$ cat src/rtl/core/pidc_pkg.sv
package pidc_pkg;

  // Gain fraction bits: the weighted sum is shifted right by this amount.
  localparam int unsigned FRAC_BITS = 8;

  localparam int unsigned ERR_W    = 16;
  localparam int unsigned MEAS_W   = 16;
  localparam int unsigned GAIN_W   = 16;
  localparam int unsigned LIMIT_W  = 32;
  localparam int unsigned INTEG_W  = 32;
  localparam int unsigned CORR_W   = 32;
  localparam int unsigned MODE_W   = 3;
  localparam int unsigned CFG_IDX_W = 3;
  localparam int unsigned CFG_DATA_W = 32;

  // Measurement difference, proportional, integral and derivative product widths.
  localparam int unsigned DMEAS_W  = MEAS_W + 1;
  localparam int unsigned PROD_P_W = GAIN_W + ERR_W;
  localparam int unsigned PROD_I_W = GAIN_W + INTEG_W;
  localparam int unsigned PROD_D_W = GAIN_W + DMEAS_W;
  localparam int unsigned SUM_W    = PROD_I_W + 1;

  // Mode bit positions.
  localparam int unsigned MODE_CLAMP_INTEG = 0;
  localparam int unsigned MODE_ZERO_CROSS  = 1;
  localparam int unsigned MODE_CLAMP_OUT   = 2;

  typedef enum logic [CFG_IDX_W-1:0] {
    REG_PROP_GAIN  = 3'd0,
    REG_INTEG_GAIN = 3'd1,
    REG_DERIV_GAIN = 3'd2,
    REG_LIMIT_LOW  = 3'd3,
    REG_LIMIT_HIGH = 3'd4,
    REG_MODE_BITS  = 3'd5
  } cfg_reg_t;

endpackage

$ cat src/rtl/core/pid_controller_step_core.sv
// PID controller step, derivative on measurement, Q-format gains.
// An accepted input passes through the input register stage, then the result register.
// One transaction per cycle unless m_tready stalls; integrator update is combinational.
// Reset (rst, synchronous, active high): gains 0, limits full 32-bit range, mode 0,
// integrator, previous measurement and previous error cleared, pipeline emptied.
module pid_controller_step_core
  import pidc_pkg::*;
(
  input  logic                  clk,
  input  logic                  rst,
  // Configuration write port
  input  logic                  cfg_we,
  input  logic [CFG_IDX_W-1:0]  cfg_index,
  input  logic [CFG_DATA_W-1:0] cfg_data,
  // Input stream
  input  logic                  s_tvalid,
  output logic                  s_tready,
  input  logic [31:0]           s_tdata,   // [15:0] err_sample, [31:16] measured
  // Result stream
  output logic                  m_tvalid,
  input  logic                  m_tready,
  output logic [31:0]           m_tdata    // [31:0] correction
);

  // Configuration registers
  logic signed [GAIN_W-1:0]  prop_gain;
  logic signed [GAIN_W-1:0]  integ_gain;
  logic signed [GAIN_W-1:0]  deriv_gain;
  logic signed [LIMIT_W-1:0] limit_low;
  logic signed [LIMIT_W-1:0] limit_high;
  logic [MODE_W-1:0]         mode_bits;

  // Controller state, updated as each input transaction is accepted
  logic signed [INTEG_W-1:0] integrator;
  logic signed [MEAS_W-1:0]  prev_measured;
  logic signed [ERR_W-1:0]   prev_err;

  // Input register stage
  logic                      s1_valid;
  logic signed [ERR_W-1:0]   s1_err;
  logic signed [DMEAS_W-1:0] s1_dmeas;
  logic signed [INTEG_W-1:0] s1_integ;

  // Result register
  logic signed [CORR_W-1:0]  correction;

  logic signed [ERR_W-1:0]   err_in;
  logic signed [MEAS_W-1:0]  meas_in;
  logic                      s_accept;
  logic                      out_load;

  logic signed [INTEG_W:0]   integ_sum;
  logic signed [INTEG_W-1:0] integ_sat;
  logic signed [INTEG_W-1:0] integ_clamped;
  logic                      zero_cross;
  logic signed [INTEG_W-1:0] integrator_next;
  logic signed [DMEAS_W-1:0] dmeas_next;

  logic signed [PROD_P_W-1:0] prod_p;
  logic signed [PROD_I_W-1:0] prod_i;
  logic signed [PROD_D_W-1:0] prod_d;
  logic signed [SUM_W-1:0]    sum;
  logic signed [SUM_W-1:0]    sum_shr;
  logic signed [CORR_W-1:0]   corr_sat;
  logic signed [CORR_W-1:0]   correction_next;

  localparam logic signed [SUM_W-1:0] SUM_MAX32 = SUM_W'(64'sd2147483647);
  localparam logic signed [SUM_W-1:0] SUM_MIN32 = SUM_W'(-64'sd2147483648);

  // Upper bound wins first, so inverted limits give limit_high for large values.
  function automatic logic signed [LIMIT_W-1:0] clamp_lim(
    input logic signed [LIMIT_W-1:0] x,
    input logic signed [LIMIT_W-1:0] lo,
    input logic signed [LIMIT_W-1:0] hi
  );
    logic signed [LIMIT_W-1:0] r;
    if (x > hi) begin
      r = hi;
    end else if (x < lo) begin
      r = lo;
    end else begin
      r = x;
    end
    return r;
  endfunction

  assign err_in  = s_tdata[ERR_W-1:0];
  assign meas_in = s_tdata[ERR_W+MEAS_W-1:ERR_W];

  // The result register frees up when empty or when its transaction is taken;
  // the input stage moves on whenever it is empty or can hand off.
  assign out_load = s1_valid && (!m_tvalid || m_tready);
  assign s_tready = !s1_valid || !m_tvalid || m_tready;
  assign s_accept = s_tvalid && s_tready;

  // Integrator recurrence: saturating add, optional clamp, optional zero on sign change.
  always_comb begin
    integ_sum = (INTEG_W+1)'(integrator) + (INTEG_W+1)'(err_in);
    if (integ_sum[INTEG_W] != integ_sum[INTEG_W-1]) begin
      integ_sat = integ_sum[INTEG_W] ? {1'b1, {(INTEG_W-1){1'b0}}}
                                     : {1'b0, {(INTEG_W-1){1'b1}}};
    end else begin
      integ_sat = integ_sum[INTEG_W-1:0];
    end

    integ_clamped = mode_bits[MODE_CLAMP_INTEG] ? clamp_lim(integ_sat, limit_low, limit_high)
                                                 : integ_sat;

    zero_cross = ((err_in > 0) && (prev_err <= 0)) || ((err_in < 0) && (prev_err >= 0));

    if (mode_bits[MODE_ZERO_CROSS] && zero_cross) begin
      integrator_next = '0;
    end else begin
      integrator_next = integ_clamped;
    end

    dmeas_next = DMEAS_W'(prev_measured) - DMEAS_W'(meas_in);
  end

  // Weighted sum, scale, saturate and optional output clamp.
  always_comb begin
    prod_p  = PROD_P_W'(prop_gain) * PROD_P_W'(s1_err);
    prod_i  = PROD_I_W'(integ_gain) * PROD_I_W'(s1_integ);
    prod_d  = PROD_D_W'(deriv_gain) * PROD_D_W'(s1_dmeas);
    sum     = SUM_W'(prod_p) + SUM_W'(prod_i) + SUM_W'(prod_d);
    sum_shr = sum >>> FRAC_BITS;

    if (sum_shr > SUM_MAX32) begin
      corr_sat = SUM_MAX32[CORR_W-1:0];
    end else if (sum_shr < SUM_MIN32) begin
      corr_sat = SUM_MIN32[CORR_W-1:0];
    end else begin
      corr_sat = sum_shr[CORR_W-1:0];
    end

    correction_next = mode_bits[MODE_CLAMP_OUT] ? clamp_lim(corr_sat, limit_low, limit_high)
                                                : corr_sat;
  end

  // Configuration registers; unknown indexes are dropped.
  always_ff @(posedge clk) begin
    if (rst) begin
      prop_gain  <= '0;
      integ_gain <= '0;
      deriv_gain <= '0;
      limit_low  <= {1'b1, {(LIMIT_W-1){1'b0}}};
      limit_high <= {1'b0, {(LIMIT_W-1){1'b1}}};
      mode_bits  <= '0;
    end else if (cfg_we) begin
      unique case (cfg_index)
        REG_PROP_GAIN:  prop_gain  <= cfg_data[GAIN_W-1:0];
        REG_INTEG_GAIN: integ_gain <= cfg_data[GAIN_W-1:0];
        REG_DERIV_GAIN: deriv_gain <= cfg_data[GAIN_W-1:0];
        REG_LIMIT_LOW:  limit_low  <= cfg_data[LIMIT_W-1:0];
        REG_LIMIT_HIGH: limit_high <= cfg_data[LIMIT_W-1:0];
        REG_MODE_BITS:  mode_bits  <= cfg_data[MODE_W-1:0];
        default: ;
      endcase
    end
  end

  // Controller state and pipeline control
  always_ff @(posedge clk) begin
    if (rst) begin
      integrator    <= '0;
      prev_measured <= '0;
      prev_err      <= '0;
      s1_valid      <= 1'b0;
      m_tvalid      <= 1'b0;
    end else begin
      if (s_accept) begin
        integrator    <= integrator_next;
        prev_measured <= meas_in;
        // Previous error tracks only while zero-cross reset is enabled.
        if (mode_bits[MODE_ZERO_CROSS]) begin
          prev_err <= err_in;
        end
      end

      if (s_accept) begin
        s1_valid <= 1'b1;
      end else if (out_load) begin
        s1_valid <= 1'b0;
      end

      if (out_load) begin
        m_tvalid <= 1'b1;
      end else if (m_tready) begin
        m_tvalid <= 1'b0;
      end
    end
  end

  // Payload registers
  always_ff @(posedge clk) begin
    if (s_accept) begin
      s1_err   <= err_in;
      s1_dmeas <= dmeas_next;
      s1_integ <= integrator_next;
    end
    if (out_load) begin
      correction <= correction_next;
    end
  end

  assign m_tdata = correction;

`ifndef SYNTHESIS
  // A filled input stage always reaches an empty result register next cycle.
  assert property (@(posedge clk) disable iff (rst)
    s1_valid && !m_tvalid |=> m_tvalid)
    else $error("input stage did not advance into empty result register");

  // Zero-cross reset clears the integrator on a rising sign change.
  assert property (@(posedge clk) disable iff (rst)
    s_accept && mode_bits[MODE_ZERO_CROSS] && (err_in > 0) && (prev_err <= 0)
    |=> integrator == 0)
    else $error("integrator not cleared on error sign change");

  // Integrator clamp keeps the state inside ordered limits while zero-cross reset is off.
  assert property (@(posedge clk) disable iff (rst)
    s_accept && mode_bits[MODE_CLAMP_INTEG] && !mode_bits[MODE_ZERO_CROSS]
    && (limit_low <= limit_high)
    |=> (integrator >= $past(limit_low)) && (integrator <= $past(limit_high)))
    else $error("integrator outside clamp limits");

  // Output clamp keeps a loaded correction inside ordered limits.
  assert property (@(posedge clk) disable iff (rst)
    out_load && mode_bits[MODE_CLAMP_OUT] && (limit_low <= limit_high)
    |=> (correction >= $past(limit_low)) && (correction <= $past(limit_high)))
    else $error("correction outside clamp limits");
`endif

endmodule
$ cat config.mk
export PLATFORM = sky130hd
export DESIGN_NAME = pid_controller_step_core
export DESIGN_NICKNAME = d
export VERILOG_FILES = /design/src/rtl/core/pidc_pkg.sv /design/src/rtl/core/pid_controller_step_core.sv
export SDC_FILE = /design/constraint.sdc
export NUM_CORES = 2
export LEC_CHECK = 0
export BUFFER_PORTS_ARGS = -buffer_cell sky130_fd_sc_hd__buf_2
export CAP_MARGIN = 40
export CORE_ASPECT_RATIO = 0.8
export CORE_MARGIN = 5
export CORE_UTILIZATION = 50
export CTS_BUF_LIST = sky130_fd_sc_hd__clkbuf_16
export DETAILED_ROUTE_END_ITERATION = 6
export GPL_ROUTABILITY_DRIVEN = 0
export HOLD_SLACK_MARGIN = 0.05
export PLACE_DENSITY = 0.71
export SETUP_SLACK_MARGIN = 0.1
export SLEW_MARGIN = 5
export SYNTH_ARGS = -nofsm -noshare
export SYNTH_HDL_FRONTEND = slang
export SYNTH_SLANG_ARGS = --single-unit
$ cat constraint.sdc
create_clock -name clk -period 11.9 [get_ports clk]
set_input_delay 2.38 -clock clk [delete_from_list [all_inputs] [get_ports clk]]
set_output_delay 2.38 -clock clk [all_outputs]
set_load 0.02 [all_outputs]
## After elaboration in Yosys (flattened, before gate mapping)

Index checks and enable logic that the tools add are counted.

- Register bits after elaboration: 278
- Bits of input ports: 72
- Output and inout bits: 34
- Word-level logic and storage cells: 74

- Add/sub/neg operators: 4
- Multiply operators: 3
- $lt $le $gt $ge: 10
- Equal/unequal tests: 6
- Multiplexer cells: 15
- Reductions and logical operators: 21

Operators with widths:

| kind | number |
|---|---|
| $mux W32 | 11 |
| $gt A32 B32 Y1 | 2 |
| $lt A32 B32 Y1 | 2 |
| $add A32 B48 Y49 | 1 |
| $add A49 B33 Y49 | 1 |
| $mul A16 B32 Y48 | 1 |
| $gt A41 B32 Y1 const B | 1 |
| $lt A41 B32 Y1 const B | 1 |
| $add A32 B16 Y33 | 1 |
| $mul A16 B17 Y33 | 1 |
| $mul A16 B16 Y32 | 1 |
| $sub A16 B16 Y17 | 1 |
| $ge A16 B1 Y1 const B | 1 |
| $gt A16 B1 Y1 const B | 1 |
| $le A16 B1 Y1 const B | 1 |
| $lt A16 B1 Y1 const B | 1 |
| $reduce_and A2 Y1 | 7 |
| $eq A3 B2 Y1 const B | 2 |
| $eq A3 B3 Y1 const B | 2 |
| $logic_and A1 B1 Y1 | 5 |
| $logic_or A1 B1 Y1 | 4 |
| $mux W1 | 4 |
| $reduce_bool A2 Y1 | 2 |
| $eq A3 B1 Y1 const B | 1 |
| other kinds (3) | 4 |

## Longest topological paths before layout

- Depth in word-level cells: 10
- Mapped depth: 48

## Least setup slack after synthesis

OpenSTA, ideal clock, no wires.

- Path type: reg-to-reg
- Start point: register s1_dmeas[16]
- End point: register correction[11] (netlist: m_tdata[11]), data pin
- Arrival: 12152 ps
- Data required time: 11631 ps
- Setup slack: -521 ps
- Stages on the path, launching flop included: 45
- Buffers on the path: 4
- Period minus slack after synthesis: 12421 ps
- Path through: edfxtp_1 > clkbuf_1 > nand2_1 > fa_1 > fa_1 > fa_1 > inv_1 > fa_1 > inv_1 > fa_1 > inv_1 > fa_1 > fa_1 > fa_1 > inv_1 > fa_1 > inv_1 > ha_1 > (+9 left out) > a41oi_2 > clkbuf_1 > a21oi_1 > inv_1 > ha_1 > a21o_1 > a21o_1 > a21o_1 > a21o_1 > a21oi_1 > o211a_1 > o2111ai_1 > nor4_1 > mux2i_1 > or2_2 > a21oi_1 > buf_2 > a221oi_2

- Longest elaborated chain between the ends: 9
- Elaborated cells between the ends (all ways): 11
- Classes of those cells: 1 x add/sub; 1 x mul; 4 x order compare; 5 x mux

Ends and longest elaborated chain:

| item | RTL line | source |
|---|---|---|
| start, declared | pid_controller_step_core.sv:41 | `logic signed [DMEAS_W-1:0] s1_dmeas;` |
| start signal, assigned | pid_controller_step_core.sv:198 | `s1_dmeas <= dmeas_next;` |
| $mul A16 B17 Y33 (*) | pid_controller_step_core.sv:124 | `prod_d = PROD_D_W'(deriv_gain) * PROD_D_W'(s1_dmeas);` |
| $add A49 B33 Y49 (*) | pid_controller_step_core.sv:125 | `sum = SUM_W'(prod_p) + SUM_W'(prod_i) + SUM_W'(prod_d);` |
| $lt A41 B32 Y1 | pid_controller_step_core.sv:130 | `end else if (sum_shr < SUM_MIN32) begin` |
| $mux W32 | pid_controller_step_core.sv:130 |  |
| $mux W32 (*) | pid_controller_step_core.sv:128 | `if (sum_shr > SUM_MAX32) begin` |
| $lt A32 B32 Y1 | pid_controller_step_core.sv:79 | `end else if (x < lo) begin` |
| $mux W32 | pid_controller_step_core.sv:79 |  |
| $mux W32 | pid_controller_step_core.sv:77 | `if (x > hi) begin` |
| $mux W32 (*) | pid_controller_step_core.sv:136 | `correction_next = mode_bits[MODE_CLAMP_OUT] ? clamp_lim(corr_sat, limit_low, limit_high)` |
| net correction_next[11] | pid_controller_step_core.sv:65 | `logic signed [CORR_W-1:0] correction_next;` |
| end signal, assigned | pid_controller_step_core.sv:202 | `correction <= correction_next;` |
| end, declared | pid_controller_step_core.sv:45 | `logic signed [CORR_W-1:0] correction;` |

Mark *: on every way through the listed nets, which the timed path passes. The rest lies on a longest branch.
A chain may end at the register's enable or synchronous reset.

## Worst setup path in the final report

- Start point: register s1_dmeas[10]
- End point: register correction[18] (netlist: m_tdata[18]), data pin

The elaborated chain is that of the path after synthesis.

==> out/summary.txt <==
Status -> complete, no violations
Drt pass-1 iters -> 7
Row cnt -> 111
Max-cap viol count -> 0
H-Tree Depth -> 2
Syn. warnings -> 0
Initial DRC Count -> 4,604
Clk buf depth -> 3
Yosys reg bits -> 278
EDFF count, synth -> 97
CP max stage cell -> fa_1
Vias in the first global route -> 45,700
Routed len/inst -> 21.4 um
Fraction of registers with async set/reset -> 0%
Vias -> 44,300
Area grow syn2layout -> 11.2%
Register area share after synthesis -> 11.4%
Worst clock skew -> 0.0244 ns
Synth top area cells -> fa_1 (44%), inv_1 (9.6%), ha_1 (8.7%)
TritonCTS clock tree -> done
Most frequent CP cell -> fa_1
Worst setup startpoint -> s1_dmeas[10]
Predominant post-synthesis flop cell -> dfxtp_1
Synth unique cells -> 78
Die area -> 0.122 mm2
Core area -> 0.114 mm2
Slew Viols, Final -> 0
DRC -> 0
Pwr Density -> 228 mW/mm2
Hold_buf cts -> 0
Largest net degree at the start of global routing -> 72
Final WL -> 172,000 um
Syn Area/Cell -> 9.11 um2
M3 GR Usage -> 9.71%
Type of origin of the critical path -> flop
Cells after synthesis -> 6,293
Hold_sp -> prev_measured[10]
GRT overflow -> 0
Sink Count -> 278
Most common cell after layout, fill and taps aside -> inv_1
Placed Cells -> 7,930
Largest family of logic cells by synthesized area -> adder cells
Total CTS buffers -> 36
Hold Vio Cnt, Final -> 0
Post-synth design cell area -> 0.0573 mm2
Met2 GRT Util -> 40.7%
Worst Path Arrival -> 12.16 ns
Gr busiest metal -> met1
Mux cell area share after synthesis -> 0.227%
Initial antenna violation count -> 11
Crit path max fanout -> 11
Gr usage total -> 28.4%
Die W -> 388 um
Adder-cell share of the synthesized area -> 52.3%
CP Data Required Time -> 12.28 ns
Clk Latency, worst-skew pair -> 0.58 ns
Simple-gate share of the synthesized area -> 15.7%
Largest stage delay, worst path -> 0.73 ns
Post-synth top area share -> 43.5%
Global-route track usage on met1 -> 40.8%
Unrepaired setup endpoints after global routing -> yes
Reg2reg setup slack -> 0.13 ns
Final ANT Viol Nets -> 0
Synth area leader -> fa_1
Commonest cells after routing, fill and taps aside -> inv_1 (1,455), fa_1 (1,220), nand2_1 (894)
Synth Area in XOR/XNOR -> 1.36%
HP Class -> reg -> reg
Fin nets -> 8,218
Die H -> 313 um
Root Buffer -> clkbuf_16
Effective utilization at floorplan -> 50.2%
Fill cells -> 9,830
Critical path class -> reg -> reg
Leakage -> 32.1 nW
Final worst-path cycle share -> 98.9%
Synth Area in Compound Gates -> 7.64%
First-pass GRT wire length -> 268,000 um
Slew at the pin closest to its max-slew limit -> 0.924 ns
Clock slew at reported path FFs -> 0.06 ns
Tmin final -> 11.77 ns
VDD IR max -> 407 uV
Detailed placer's ending HPWL -> 146,000 um
Rel. slew slack -> 38.0%
Post-route setup TNS -> 0 ns
Share of cells above drive strength 1 -> 10.8%
Endpoints failing setup -> 0
FF-to-FF Start -> s1_dmeas[10]
Synth Net Count -> 8,010
FMAX -> 84.9 MHz
I/O Buffers -> 105
Via-to-Cell Ratio -> 5.50
# IOs -> 106
Fin cells -> 8,058
Crit. End Element -> flop
cell families after synthesis:
kind of cell / Yosys count
xor gates and xnor gates: 89
muxes: 13
and+or+nand+nor: 1872
buffers and inverters: 1726
AOI/OAI and AO/OA: 664
DFF: 278
adders and majority gates: 1651
where the power goes:
| group | internal (mW) | switching, mW |
|---|---|---|
| clock | 0.618 | 0.494 |
| combinational | 5.20 | 6.78 |
| sequential | 1.29 | 0.171 |
worst paths after layout:
path,end,cells past startpoint
worst min-delay path,prev_measured[10],2
worst max-delay path,m_tdata[18],44
worst min register to register,prev_measured[10],2
worst max register to register,m_tdata[18],44
area by class of cell:
type / count / area [um2] / area share (%)
diodes: 4 / 10.0 / 0.0157
clock buffers: 37 / 926 / 1.45
clock inverters: 29 / 243 / 0.381
inverters: 1473 / 5540 / 8.69
multi-input cells: 4289 / 45200 / 70.9
flip-flops and latches: 278 / 6550 / 10.3
well taps: 1525 / 1910 / 2.99
repair buffers: 423 / 3370 / 5.29
cells in the mapped netlist, types with 56 or more instances:
library cell / count
a21oi_1: 273
and2_1: 473
clkbuf_1: 243
dfxtp_1: 181
edfxtp_1: 97
fa_1: 1246
ha_1: 399
inv_1: 1472
nand2_1: 905
nor2_1: 192
o21ai_0: 106
xnor2_1: 56
metrics by stage:
step	instance area (um2)	hold WS, ns	power [mW]	util, %	worst slack, ns
after floorplan	57400	0.429	7.64	-	0.124
after global placement	60800	0.439	11.0	53.3	-0.0264
after detailed placement	61000	0.450	11.2	53.4	-0.254
after CTS	62500	0.457	12.8	54.7	0.100
after global routing	63700	0.482	15.5	55.8	-0.235
final	63700	0.458	14.6	55.8	0.126
critical path, delay by kind of cell, from the launching register on:
kind	cells	cell delay [ns]
fa+ha+maj	11	5.42
compound gates	13	2.57
buf+inv	10	1.33
simple gates	8	1.28
flops	1	0.36
xor+xnor	1	0.32
mux	1	0.31
timing repair:
| item | 4_1_cts | 5_1_grt |
|---|---|---|
| endpoints found under the setup margin | 32 | 32 |
| setup buffers | 11 | 39 |
| pin swaps | 18 | 127 |
| gates cloned | 2 | 6 |
| gates resized for setup | 59 | 183 |
state kept, by name, summed over array words and instances, names as in the netlist, 17 cells and up:
signal	cells
integrator	32
limit_high	32
limit_low	32
m_tdata	32
s1_integ	32
s1_dmeas	17
routing by layer:
layer | vias to the layer above | part of all wire [%]
met5 | - | 0.092
met4 | 20 | 3.7
met3 | 357 | 13
met2 | 2238 | 41
met1 | 22200 | 42
li1 | 19400 | -
No activity file was read; power rests on OpenSTA's default activity.
